===== src/rtl/core/mcbd_pkg.sv =====
// ----------------------------------------------------------------------------
// mcbd_pkg
// Shared codes, constants and the queue entry type of the motor command
// byte decoder.
// ----------------------------------------------------------------------------
`default_nettype none

package mcbd_pkg;

   // parser phases
   localparam logic [2:0] PH_SYNC = 3'd0;
   localparam logic [2:0] PH_CMD  = 3'd1;
   localparam logic [2:0] PH_FB1  = 3'd2;
   localparam logic [2:0] PH_FB2  = 3'd3;
   localparam logic [2:0] PH_P    = 3'd4;

   // protocol characters
   localparam logic [7:0] CH_SYNC  = 8'h30; // '0'
   localparam logic [7:0] CH_FWD   = 8'h46; // 'F'
   localparam logic [7:0] CH_BACK  = 8'h42; // 'B'
   localparam logic [7:0] CH_W     = 8'h77; // 'w'
   localparam logic [7:0] CH_S     = 8'h73; // 's'
   localparam logic [7:0] CH_A     = 8'h61; // 'a'
   localparam logic [7:0] CH_D     = 8'h64; // 'd'
   localparam logic [7:0] CH_B     = 8'h62; // 'b'
   localparam logic [7:0] CH_P     = 8'h70; // 'p'
   localparam logic [7:0] CH_ACK   = 8'h44; // 'D'

   // direction pin patterns
   localparam logic [3:0] PINS_FWD   = 4'd5;
   localparam logic [3:0] PINS_LEFT  = 4'd6;
   localparam logic [3:0] PINS_RIGHT = 4'd9;
   localparam logic [3:0] PINS_BACK  = 4'd10;
   localparam logic [3:0] PINS_STOP  = 4'd0;

   // queue between front and back
   localparam int QDEPTH = 2;
   localparam int QPTR_W = $clog2(QDEPTH);
   localparam int QCNT_W = $clog2(QDEPTH + 1);

   // one command that makes results: an acknowledge alone, or two echoes
   // followed by an acknowledge
   typedef struct packed {
      logic       triple;
      logic [3:0] pins;
      logic [7:0] old_left;
      logic [7:0] old_right;
      logic [7:0] new_left;
      logic [7:0] new_right;
      logic [7:0] echo_a;
      logic [7:0] echo_b;
   } cmd_type;

endpackage

`default_nettype wire


===== src/rtl/core/mcbd_front.sv =====
// ----------------------------------------------------------------------------
// mcbd_front
// Byte parser: tracks sync, command and duty phases, holds motor state and
// pushes one command entry for every byte that produces results.
// ----------------------------------------------------------------------------
`default_nettype none

module mcbd_front (
   input  wire                   clock,
   input  wire                   reset,
   input  wire                   byte_valid,
   input  wire  [7:0]            byte_data,
   output mcbd_pkg::cmd_type     push_cmd,
   output logic                  push_valid
);

   logic [2:0] phase_ff,   phase_in;
   logic       go_back_ff, go_back_in;
   logic [7:0] held_ff,    held_in;
   logic [3:0] pins_ff,    pins_in;
   logic [7:0] left_ff,    left_in;
   logic [7:0] right_ff,   right_in;

   always_comb begin
      phase_in   = phase_ff;
      go_back_in = go_back_ff;
      held_in    = held_ff;
      pins_in    = pins_ff;
      left_in    = left_ff;
      right_in   = right_ff;
      push_valid = 1'b0;
      push_cmd   = '0;

      case (phase_ff)
         mcbd_pkg::PH_CMD: begin
            case (byte_data)
               mcbd_pkg::CH_FWD: begin
                  go_back_in = 1'b0;
                  phase_in   = mcbd_pkg::PH_FB1;
               end
               mcbd_pkg::CH_BACK: begin
                  go_back_in = 1'b1;
                  phase_in   = mcbd_pkg::PH_FB1;
               end
               mcbd_pkg::CH_P: phase_in = mcbd_pkg::PH_P;
               mcbd_pkg::CH_W: begin
                  pins_in    = mcbd_pkg::PINS_FWD;
                  push_valid = 1'b1;
               end
               mcbd_pkg::CH_S: begin
                  pins_in    = mcbd_pkg::PINS_STOP;
                  push_valid = 1'b1;
               end
               mcbd_pkg::CH_A: begin
                  pins_in    = mcbd_pkg::PINS_LEFT;
                  push_valid = 1'b1;
               end
               mcbd_pkg::CH_D: begin
                  pins_in    = mcbd_pkg::PINS_RIGHT;
                  push_valid = 1'b1;
               end
               mcbd_pkg::CH_B: begin
                  pins_in    = mcbd_pkg::PINS_BACK;
                  push_valid = 1'b1;
               end
               default: ;
            endcase
         end
         mcbd_pkg::PH_FB1: begin
            held_in  = byte_data;
            phase_in = mcbd_pkg::PH_FB2;
         end
         mcbd_pkg::PH_FB2: begin
            pins_in         = go_back_ff ? mcbd_pkg::PINS_BACK : mcbd_pkg::PINS_FWD;
            left_in         = held_ff;
            right_in        = byte_data;
            push_valid      = 1'b1;
            push_cmd.triple = 1'b1;
            push_cmd.echo_a = held_ff;
            push_cmd.echo_b = byte_data;
            phase_in        = mcbd_pkg::PH_SYNC;
         end
         mcbd_pkg::PH_P: begin
            left_in         = byte_data;
            right_in        = byte_data;
            push_valid      = 1'b1;
            push_cmd.triple = 1'b1;
            push_cmd.echo_a = byte_data;
            push_cmd.echo_b = byte_data;
            phase_in        = mcbd_pkg::PH_SYNC;
         end
         default: begin
            phase_in = (byte_data == mcbd_pkg::CH_SYNC) ? mcbd_pkg::PH_CMD
                                                        : mcbd_pkg::PH_SYNC;
         end
      endcase

      push_cmd.pins      = pins_in;
      push_cmd.old_left  = left_ff;
      push_cmd.old_right = right_ff;
      push_cmd.new_left  = left_in;
      push_cmd.new_right = right_in;
      push_valid         = push_valid & byte_valid;
   end

   always_ff @(posedge clock) begin
      if (reset) begin
         phase_ff   <= mcbd_pkg::PH_SYNC;
         go_back_ff <= 1'b0;
         held_ff    <= 8'd0;
         pins_ff    <= mcbd_pkg::PINS_STOP;
         left_ff    <= 8'd0;
         right_ff   <= 8'd0;
      end else if (byte_valid) begin
         phase_ff   <= phase_in;
         go_back_ff <= go_back_in;
         held_ff    <= held_in;
         pins_ff    <= pins_in;
         left_ff    <= left_in;
         right_ff   <= right_in;
      end
   end

endmodule

`default_nettype wire


===== src/rtl/core/mcbd_queue.sv =====
// ----------------------------------------------------------------------------
// mcbd_queue
// Two-entry queue of command entries between the parser and the emitter.
// ----------------------------------------------------------------------------
`default_nettype none

module mcbd_queue (
   input  wire                   clock,
   input  wire                   reset,
   input  wire                   push,
   input  wire mcbd_pkg::cmd_type push_cmd,
   output logic                  not_full,
   input  wire                   pop,
   output mcbd_pkg::cmd_type     head_cmd,
   output logic                  not_empty
);

   mcbd_pkg::cmd_type                 mem_ff [mcbd_pkg::QDEPTH];
   logic [mcbd_pkg::QPTR_W-1:0]       wr_ptr_ff, rd_ptr_ff;
   logic [mcbd_pkg::QCNT_W-1:0]       count_ff,  count_in;

   assign not_full  = (count_ff != mcbd_pkg::QCNT_W'(mcbd_pkg::QDEPTH));
   assign not_empty = (count_ff != '0);
   assign head_cmd  = mem_ff[rd_ptr_ff];

   always_comb begin
      count_in = count_ff;
      if (push && !pop) count_in = count_ff + 1'b1;
      if (pop && !push) count_in = count_ff - 1'b1;
   end

   always_ff @(posedge clock) begin
      if (push) mem_ff[wr_ptr_ff] <= push_cmd;
   end

   always_ff @(posedge clock) begin
      if (reset) begin
         wr_ptr_ff <= '0;
         rd_ptr_ff <= '0;
         count_ff  <= '0;
      end else begin
         if (push) wr_ptr_ff <= wr_ptr_ff + 1'b1;
         if (pop)  rd_ptr_ff <= rd_ptr_ff + 1'b1;
         count_ff <= count_in;
      end
   end

endmodule

`default_nettype wire


===== src/rtl/core/mcbd_back.sv =====
// ----------------------------------------------------------------------------
// mcbd_back
// Result emitter: expands each queued command into one or three results and
// holds them in an output register until taken.
// ----------------------------------------------------------------------------
`default_nettype none

module mcbd_back (
   input  wire                   clock,
   input  wire                   reset,
   input  wire mcbd_pkg::cmd_type head_cmd,
   input  wire                   head_valid,
   output logic                  pop,
   output logic                  out_valid,
   input  wire                   out_ready,
   output logic [7:0]            out_byte,
   output logic [3:0]            out_pins,
   output logic [7:0]            out_left,
   output logic [7:0]            out_right,
   output logic                  out_last
);

   logic [1:0] idx_ff;
   logic       valid_ff;
   logic [7:0] byte_ff,  byte_in;
   logic [3:0] pins_ff;
   logic [7:0] left_ff,  left_in;
   logic [7:0] right_ff, right_in;
   logic       last_ff,  last_in;
   logic       load;

   assign load = head_valid && (!valid_ff || out_ready);

   always_comb begin
      last_in  = !head_cmd.triple || (idx_ff == 2'd2);
      byte_in  = mcbd_pkg::CH_ACK;
      left_in  = head_cmd.new_left;
      right_in = head_cmd.new_right;
      if (!last_in) begin
         byte_in  = (idx_ff == 2'd0) ? head_cmd.echo_a : head_cmd.echo_b;
         left_in  = head_cmd.old_left;
         right_in = head_cmd.old_right;
      end
      pop = load && last_in;
   end

   always_ff @(posedge clock) begin
      if (reset) begin
         valid_ff <= 1'b0;
         idx_ff   <= 2'd0;
      end else begin
         if (load) begin
            valid_ff <= 1'b1;
            idx_ff   <= last_in ? 2'd0 : idx_ff + 2'd1;
         end else if (out_ready) begin
            valid_ff <= 1'b0;
         end
      end
   end

   always_ff @(posedge clock) begin
      if (load) begin
         byte_ff  <= byte_in;
         pins_ff  <= head_cmd.pins;
         left_ff  <= left_in;
         right_ff <= right_in;
         last_ff  <= last_in;
      end
   end

   assign out_valid = valid_ff;
   assign out_byte  = byte_ff;
   assign out_pins  = pins_ff;
   assign out_left  = left_ff;
   assign out_right = right_ff;
   assign out_last  = last_ff;

endmodule

`default_nettype wire


===== src/rtl/core/motor_command_byte_decoder_top.sv =====
// ----------------------------------------------------------------------------
// motor_command_byte_decoder_top
// Serial command decoder for a two-motor drive.
//
// Bytes from the serial receiver enter on the req_ channel, one per transfer.
// The block waits for the sync byte '0', then decodes a command byte. Drive
// commands (w s a d b) give one 'D' acknowledge; 'F'/'B' take two duty bytes
// and 'p' takes one, and each of those gives two echoes followed by 'D'.
// Every result on the rsp_ channel carries the byte to send, the direction
// pins and both duties; rsp_last marks the final result of an input byte.
// Bytes that cause nothing produce no rsp_ transfer.
// Each result is held in the back end's output register, which loads only
// when empty or being taken. A byte is taken every cycle while the
// two-entry command queue has room; the emitter drains one result per
// cycle while rsp_ready is high: three for a duty command, one for others.
// Reset clears the parser to wait-for-sync, pins low and duties zero, and
// empties the queue and output register. When the receiver stalls, the
// output register holds; the queue absorbs up to two more commands and then
// req_ready drops.
// ----------------------------------------------------------------------------
`default_nettype none

module motor_command_byte_decoder_top (
   input  wire         clock,
   input  wire         reset,
   input  wire         req_valid,
   output logic        req_ready,
   input  wire  [7:0]  req_rx_byte,
   output logic        rsp_valid,
   input  wire         rsp_ready,
   output logic        rsp_tx_valid,
   output logic [7:0]  rsp_tx_byte,
   output logic [3:0]  rsp_direction_pins,
   output logic [7:0]  rsp_left_duty,
   output logic [7:0]  rsp_right_duty,
   output logic        rsp_last
);

   mcbd_pkg::cmd_type push_cmd;
   mcbd_pkg::cmd_type head_cmd;
   logic              push_valid;
   logic              q_not_full;
   logic              q_not_empty;
   logic              pop;
   logic              req_fire;

   // accept a byte whenever the queue can take whatever it may push
   assign req_ready = q_not_full;
   assign req_fire  = req_valid && q_not_full;

   mcbd_front u_front (
      .clock      (clock),
      .reset      (reset),
      .byte_valid (req_fire),
      .byte_data  (req_rx_byte),
      .push_cmd   (push_cmd),
      .push_valid (push_valid)
   );

   mcbd_queue u_queue (
      .clock     (clock),
      .reset     (reset),
      .push      (push_valid),
      .push_cmd  (push_cmd),
      .not_full  (q_not_full),
      .pop       (pop),
      .head_cmd  (head_cmd),
      .not_empty (q_not_empty)
   );

   mcbd_back u_back (
      .clock      (clock),
      .reset      (reset),
      .head_cmd   (head_cmd),
      .head_valid (q_not_empty),
      .pop        (pop),
      .out_valid  (rsp_valid),
      .out_ready  (rsp_ready),
      .out_byte   (rsp_tx_byte),
      .out_pins   (rsp_direction_pins),
      .out_left   (rsp_left_duty),
      .out_right  (rsp_right_duty),
      .out_last   (rsp_last)
   );

   // every result is a byte to send
   assign rsp_tx_valid = 1'b1;

endmodule

`default_nettype wire


===== config.mk =====
export PLATFORM = sky130hd
export DESIGN_NAME = motor_command_byte_decoder_top
export DESIGN_NICKNAME = d
export VERILOG_FILES = /design/src/rtl/core/mcbd_pkg.sv /design/src/rtl/core/mcbd_front.sv /design/src/rtl/core/mcbd_queue.sv /design/src/rtl/core/mcbd_back.sv /design/src/rtl/core/motor_command_byte_decoder_top.sv
export SDC_FILE = /design/constraint.sdc
export NUM_CORES = 1
export LEC_CHECK = 0
export BUFFER_PORTS_ARGS = -buffer_cell sky130_fd_sc_hd__buf_2
export CORE_MARGIN = 4
export CORE_UTILIZATION = 25
export CTS_BUF_LIST = sky130_fd_sc_hd__clkbuf_8
export DETAILED_ROUTE_END_ITERATION = 7
export PLACE_DENSITY = 0.4
export SYNTH_ARGS = -nofsm -noshare
export SYNTH_HDL_FRONTEND = slang
export SYNTH_HIERARCHICAL = 1
export SYNTH_SLANG_ARGS = --single-unit

===== constraint.sdc =====
create_clock -name clock -period 7.85 [get_ports clock]
set_clock_uncertainty 0.1 [all_clocks]
set_input_delay 1.1775 -clock clock [delete_from_list [all_inputs] [get_ports clock]]
set_output_delay 1.1775 -clock clock [all_outputs]
set_load 0.03 [all_outputs]

# --- Word-level counts from Yosys, hierarchy flattened ---
# Memory sizes are Yosys's and may differ from the RTL's. A register that Yosys moved wholly into a read port is not among the register bits.
# Index checks and enable logic that the tools add are counted.
totals:
  register_bits: 68
  ram_bits: 106
  elab_cells: 86
  in_bits: 12
  memories: 1
  out_inout_bits: 32
memory_table:
  columns: ["name", "words", "word_bits", "rd", "rd_clocked_by_memory_dff", "write_ports", "line", "rtl"]
  rows:
  - ["u_queue.mem_ff", 2, 53, 1, 1, 1, "mcbd_queue.sv:18", "mcbd_pkg::cmd_type mem_ff [mcbd_pkg::QDEPTH];"]
op_classes:
  bitwise: 1
  n_reduce_logical: 22
  muxes: 25
  n_eq_ne: 16
  addsub: 5
ops:
  columns: ["op", "count"]
  rows:
  - ["== test 8 x 7 -> 1 bit (second input constant)", 8]
  - ["2-to-1 mux 8 bit", 4]
  - ["case mux 16 bit (2 select lines)", 1]
  - ["case mux 4 bit (5 select lines)", 1]
  - ["case mux 8 bit (2 select lines)", 1]
  - ["2-to-1 mux 1 bit", 9]
  - ["case mux 3 bit (3 select lines)", 1]
  - ["== test 8 x 6 -> 1 bit (second input constant)", 1]
  - ["case mux 4 bit (2 select lines)", 1]
  - ["nonzero test 2 bit", 4]
  - ["== test 3 x 2 -> 1 bit (second input constant)", 2]
  - ["2-to-1 mux 2 bit", 3]
  - ["case mux 3 bit (2 select lines)", 1]
  - ["logical AND 1 bit", 5]
  - ["OR reduction 5 bit", 1]
  - ["adder 2 x 1 -> 2 bit (second input constant)", 2]
  - ["zero test 1 bit", 4]
  - ["2-to-1 mux 4 bit", 1]
  - ["case mux 1 bit (2 select lines)", 2]
  - ["AND reduction 2 bit", 2]
  - ["OR reduction 2 bit", 2]
  - ["== test 3 x 1 -> 1 bit (second input constant)", 1]
  - ["== test 3 bit (second input constant)", 1]
  - ["inequality test 3 bit (second input constant)", 1]
  - ["other kinds (8)", 10]

# --- Logic depth before layout (Yosys ltp) ---
depth:
  ltp_word: 8
  depth_mapped: 11
  depth_no_buf: 9

# --- Cells and area by module ---
# Netlist, hierarchy kept.
modules_own_cells:
  columns: ["module", "cells_each", "seq_area_each_um2", "area_each_um2", "n_inst"]
  rows:
  - ["mcbd_queue", 187, 3283.1, 4015.1, 1]
  - ["mcbd_front", 216, 640.6, 1893.1, 1]
  - ["mcbd_back", 118, 930.9, 1382.6, 1]
  - ["motor_command_byte_decoder_top", 3, 0.0, 17.5, 1]

# --- Worst setup path before layout ---
# OpenSTA, ideal clock, no wires.
synth_timing:
  path_type: "input to register"
  start: "in req_rx_byte[1]"
  end: "mem u_queue/mem_ff[0][0] (netlist name), enable pin"
  setup_slack_ns: 2.950
  arrival_ns: 4.336
  setup_time_ns: 0.464
  required_ns: 7.286
  path_stages: 7
  path_buffers: 1
  path_cell_list: "buf_4 nor4b_1 a211oi_1 o21ai_0 o211a_1 inv_1 nor2_1"
synth_between:
  elab_chain_len: 7
  word_cells_on_any_way: 11
  classes_between: "eq/ne (5); mux (4); bitwise (1); reduce/logical (1)"
synth_lines:
  columns: ["item", "line", "rtl"]
  rows:
  - ["start, declared", "motor_command_byte_decoder_top.sv:28", "input wire [7:0] req_rx_byte,"]
  - ["== test 8 x 7 -> 1 bit", "mcbd_front.sv:36", "case (byte_data)"]
  - ["OR reduction 5 bit (no source line) *", null, null]
  - ["2-to-1 mux 1 bit *", "mcbd_front.sv:36", null]
  - ["case mux 1 bit (2 select lines) *", "mcbd_front.sv:34", "case (phase_ff)"]
  - ["AND 1 bit *", "mcbd_front.sv:103", "push_valid = push_valid & byte_valid;"]
  - ["via push_valid", "motor_command_byte_decoder_top.sv:41", "logic push_valid;"]
  - ["2-to-1 mux 1 bit *", "mcbd_queue.sv:33", "if (push) mem_ff[wr_ptr_ff] <= push_cmd;"]
  - ["2-to-1 mux 1 bit (implied by the code) *", "mcbd_queue.sv:33", null]
  - ["end, declared", "mcbd_queue.sv:18", null]
# Mark *: on every way through the listed nets, which the timed path passes. The rest lies on a longest branch.

==> qor.txt <==
Setup ws final -> 4.700 ns
Die Y -> 179.0 µm
Antenna diode count -> 0
CTS resizes -> 0
Port bufs -> 42
Fillers -> 2932
CP Launch Type -> flop
Layout cells sized above 1 -> 16.26%
CTS sink count -> 175
Synth cell types -> 63
Initial core utilization -> 25.39%
Yosys top cell area share -> 55.47%
Fin crit period -> 3.150 ns
Post-synth ARST share -> 0%
DRT Pass-1 Iters -> 4
Number of global-route vias before repair -> 4344
Mux cell area share after synthesis -> 11.61%
Die area -> 32030 µm²
Setup CP Type -> flop to flop
Met3 Use GR -> 2.193%
Post-synthesis simple-gate area fraction -> 10.20%
WL final -> 15930 µm
Number of enable flip-flop cells after synthesis -> 135
Initial antenna violation count -> 0
DRC -> 0
Final ANT Viol Nets -> 0
Slew Limit Headroom -> 42.88%
Worst-skew pair later-pin latency -> 0.44 ns
Via density -> 4.367
Global route overflow -> 0
Count of state elements after synthesis -> 175
Cell Pwr Density -> 198.6 nW/µm²
CP Max Fanout -> 53
Crit path largest cell delay -> 0.61 ns
Ports -> 44
Yosys Warn Count -> 6
Worst-path clk slew -> 0.09 ns
Final net count -> 574
Cts bufs inserted -> 17
Fin crit share -> 40.13%
Vias post-DR -> 4175
Final Setup Violations -> 0
CP max-delay cell -> buf_4
Area grow syn2layout -> 12.82%
Gr usage total -> 10.31%
Core Region -> 28780 µm²
Post-Synth Adder-Cell Area -> 0.5136%
WHS -> 0.3979 ns
Grt peak-use layer -> met2
Setup TNS -> 0 ns
Leak Pwr -> 3.249 nW
Iter 0 DRT Violations -> 236
WL/cell -> 16.67 µm
Largest net degree at the start of global routing -> 54
Most frequent cell after synthesis -> edfxtp_1
Seq/Total Area, Yosys -> 66.43%
Fraction of synthesized cell area in xor and xnor cells -> 0.7191%
HPWL Detailed -> 10000 µm
Post-synthesis compound-gate area fraction -> 7.139%
Slew @ Worst Pin -> 0.8569 ns
GR Util met2 -> 16.83%
CTS tree -> yes
Maxcap violations -> 0
Post-Syn Area -> 7308 µm²
Status -> finished, final reports clean
Synth Instances -> 524
Max VDD drop -> 76.90 µV
Post-Place Setup Slack -> 4.298 ns
First-pass GRT wire length -> 24790 µm
Crit-path cells -> buf_4, mux2_1, nor2b_2, inv_2, and3_2, ha_1, or3_1, a21oi_1
CTS Hold Bufs -> 0
Worst EP required -> 8.12 ns
Die width -> 179.0 µm
Average cell area after synthesis -> 13.95 µm²
GPL Wtd Cong -> 0.7912
Slew Limit Fails -> 0
Min-Delay Path Class -> flop to flop
Final Hold Fails -> 0
Dominant cells by area after synthesis -> edfxtp_1 (55%), dfxtp_1 (11%), mux2_1 (8.2%)
Commonest cells post-synth -> edfxtp_1 (135), nand2_1 (56), mux2_1 (53), nor2_1 (43), dfxtp_1 (40)
Clock tree buffer depth -> 2
Post-CTS Setup Inserts -> 0
H-tree depth -> 4
Largest family of logic cells by synthesized area -> multiplexers
Achievable frequency -> 0.3174 GHz
Post-synth net total -> 539
Post-synth top flop -> edfxtp_1
Worst setup EP type -> flop
GRT met1 Usage -> 13.57%
Worst EP arrival -> 3.42 ns
Post-synth top area cell -> edfxtp_1
Std cell rows -> 62
Clk root buf -> clkbuf_8
RSZ-0062 raised after global routing -> false
-- path summary, 6_finish.rpt --
| kind | start | end | slack, ns | depth (start not counted) |
|---|---|---|---|---|
| setup / recovery | flop | u_queue/count_ff[1] | 4.70 | 8 |
| hold / removal | u_front/left_ff[5] | u_queue/mem_ff[0][45] | 0.40 | 0 |
| setup reg to reg | flop | u_queue/count_ff[1] | 4.70 | 8 |
| hold reg to reg | u_front/left_ff[5] | u_queue/mem_ff[0][45] | 0.40 | 0 |
-- cell type report --
class / count / area, µm² / share of cell area (%)
inverter: 13 / 48.80 / 0.5918
timing repair buffer: 46 / 240.2 / 2.913
multi-input combinational: 306 / 2218 / 26.90
clock inverter: 14 / 153.9 / 1.866
clock buffer: 18 / 247.7 / 3.005
tap: 384 / 480.5 / 5.827
sequential: 175 / 4856 / 58.89
-- worst max-delay path: cells and delay by family, from the launching register on --
kind | cells | cell delay [ns]
muxes | 1 | 0.38
buffers and inverters | 2 | 1.04
DFF | 1 | 0.32
AOI/OAI and AO/OA | 1 | 0.14
adders and majority gates | 1 | 0.26
and+or+nand+nor | 3 | 0.82
-- cell families (layout without fill, tap and decap cells) --
| group | count (synthesis) | count (layout) |
|---|---|---|
| buffers and inverters | 43 | 91 |
| AO/OA/AOI/OAI | 71 | 71 |
| XOR/XNOR | 6 | 6 |
| AND/OR/NAND/NOR | 147 | 147 |
| other | 1 | 1 |
| multiplexers | 78 | 78 |
| adder cells (fa/ha/maj) | 3 | 3 |
| flip-flops | 175 | 175 |
-- report_power, final --
part	leakage, nW	internal [mW]	total, mW	switching, mW
Clock	0.198	0.296	0.629	0.332
Combinational	1.32	0.00702	0.0261	0.0191
Sequential	1.73	0.983	0.983	0.000221
-- sequential cells by signal (all words and copies together), names as in the netlist, named ones only --
register and flops:
u_front/go_back_ff 1, u_back/out_last 1, u_front/left_ff 8, u_front/right_ff 8
u_back/out_right 8, u_back/idx_ff 2, u_queue/mem_ff 106, u_queue/count_ff 2
u_front/held_ff 8, u_back/out_valid 1, u_queue/wr_ptr_ff 1, u_queue/rd_ptr_ff 1
u_front/pins_ff 4, u_front/phase_ff 3, u_back/out_byte 8, u_back/out_left 8
u_back/out_pins 4
-- stage by stage --
stage	cell area, µm²	cells	utilization, %	power (mW)
final	8245	956	28.65	1.637
after detailed placement	7844	924	27.25	1.031
after CTS	8245	956	28.65	1.669
after global routing	8245	956	28.65	1.712
after global placement	7844	924	27.25	1.030
after floorplan	7308	524	-	1.021
-- routing by layer --
| metal | share of wire [%] | wire [µm] | vias up |
|---|---|---|---|
| met3 | 4.1 | 652 | 14 |
| met1 | 46 | 7371 | 2091 |
| met4 | 1.5 | 237 | 0 |
| met5 | 0 | 0 | - |
| met2 | 48 | 7672 | 77 |
| li1 | - | - | 1993 |
-- placed cells by master (no fill, tap or decap), types with 8 or more instances in the layout --
| cell | netlist | layout |
|---|---|---|
| a21o_1 | 16 | 16 |
| mux2_1 | 53 | 53 |
| dfxtp_1 | 40 | 39 |
| clkbuf_8 | 0 | 18 |
| nor2_1 | 43 | 42 |
| nand2_1 | 56 | 56 |
| edfxtp_1 | 135 | 135 |
| a22o_1 | 8 | 8 |
| inv_1 | 11 | 11 |
| buf_2 | 14 | 42 |
| a22oi_1 | 8 | 8 |
| o21ai_0 | 9 | 9 |
| mux2i_1 | 24 | 24 |
| and2_1 | 10 | 9 |
Power figures use the tool's default switching activity.
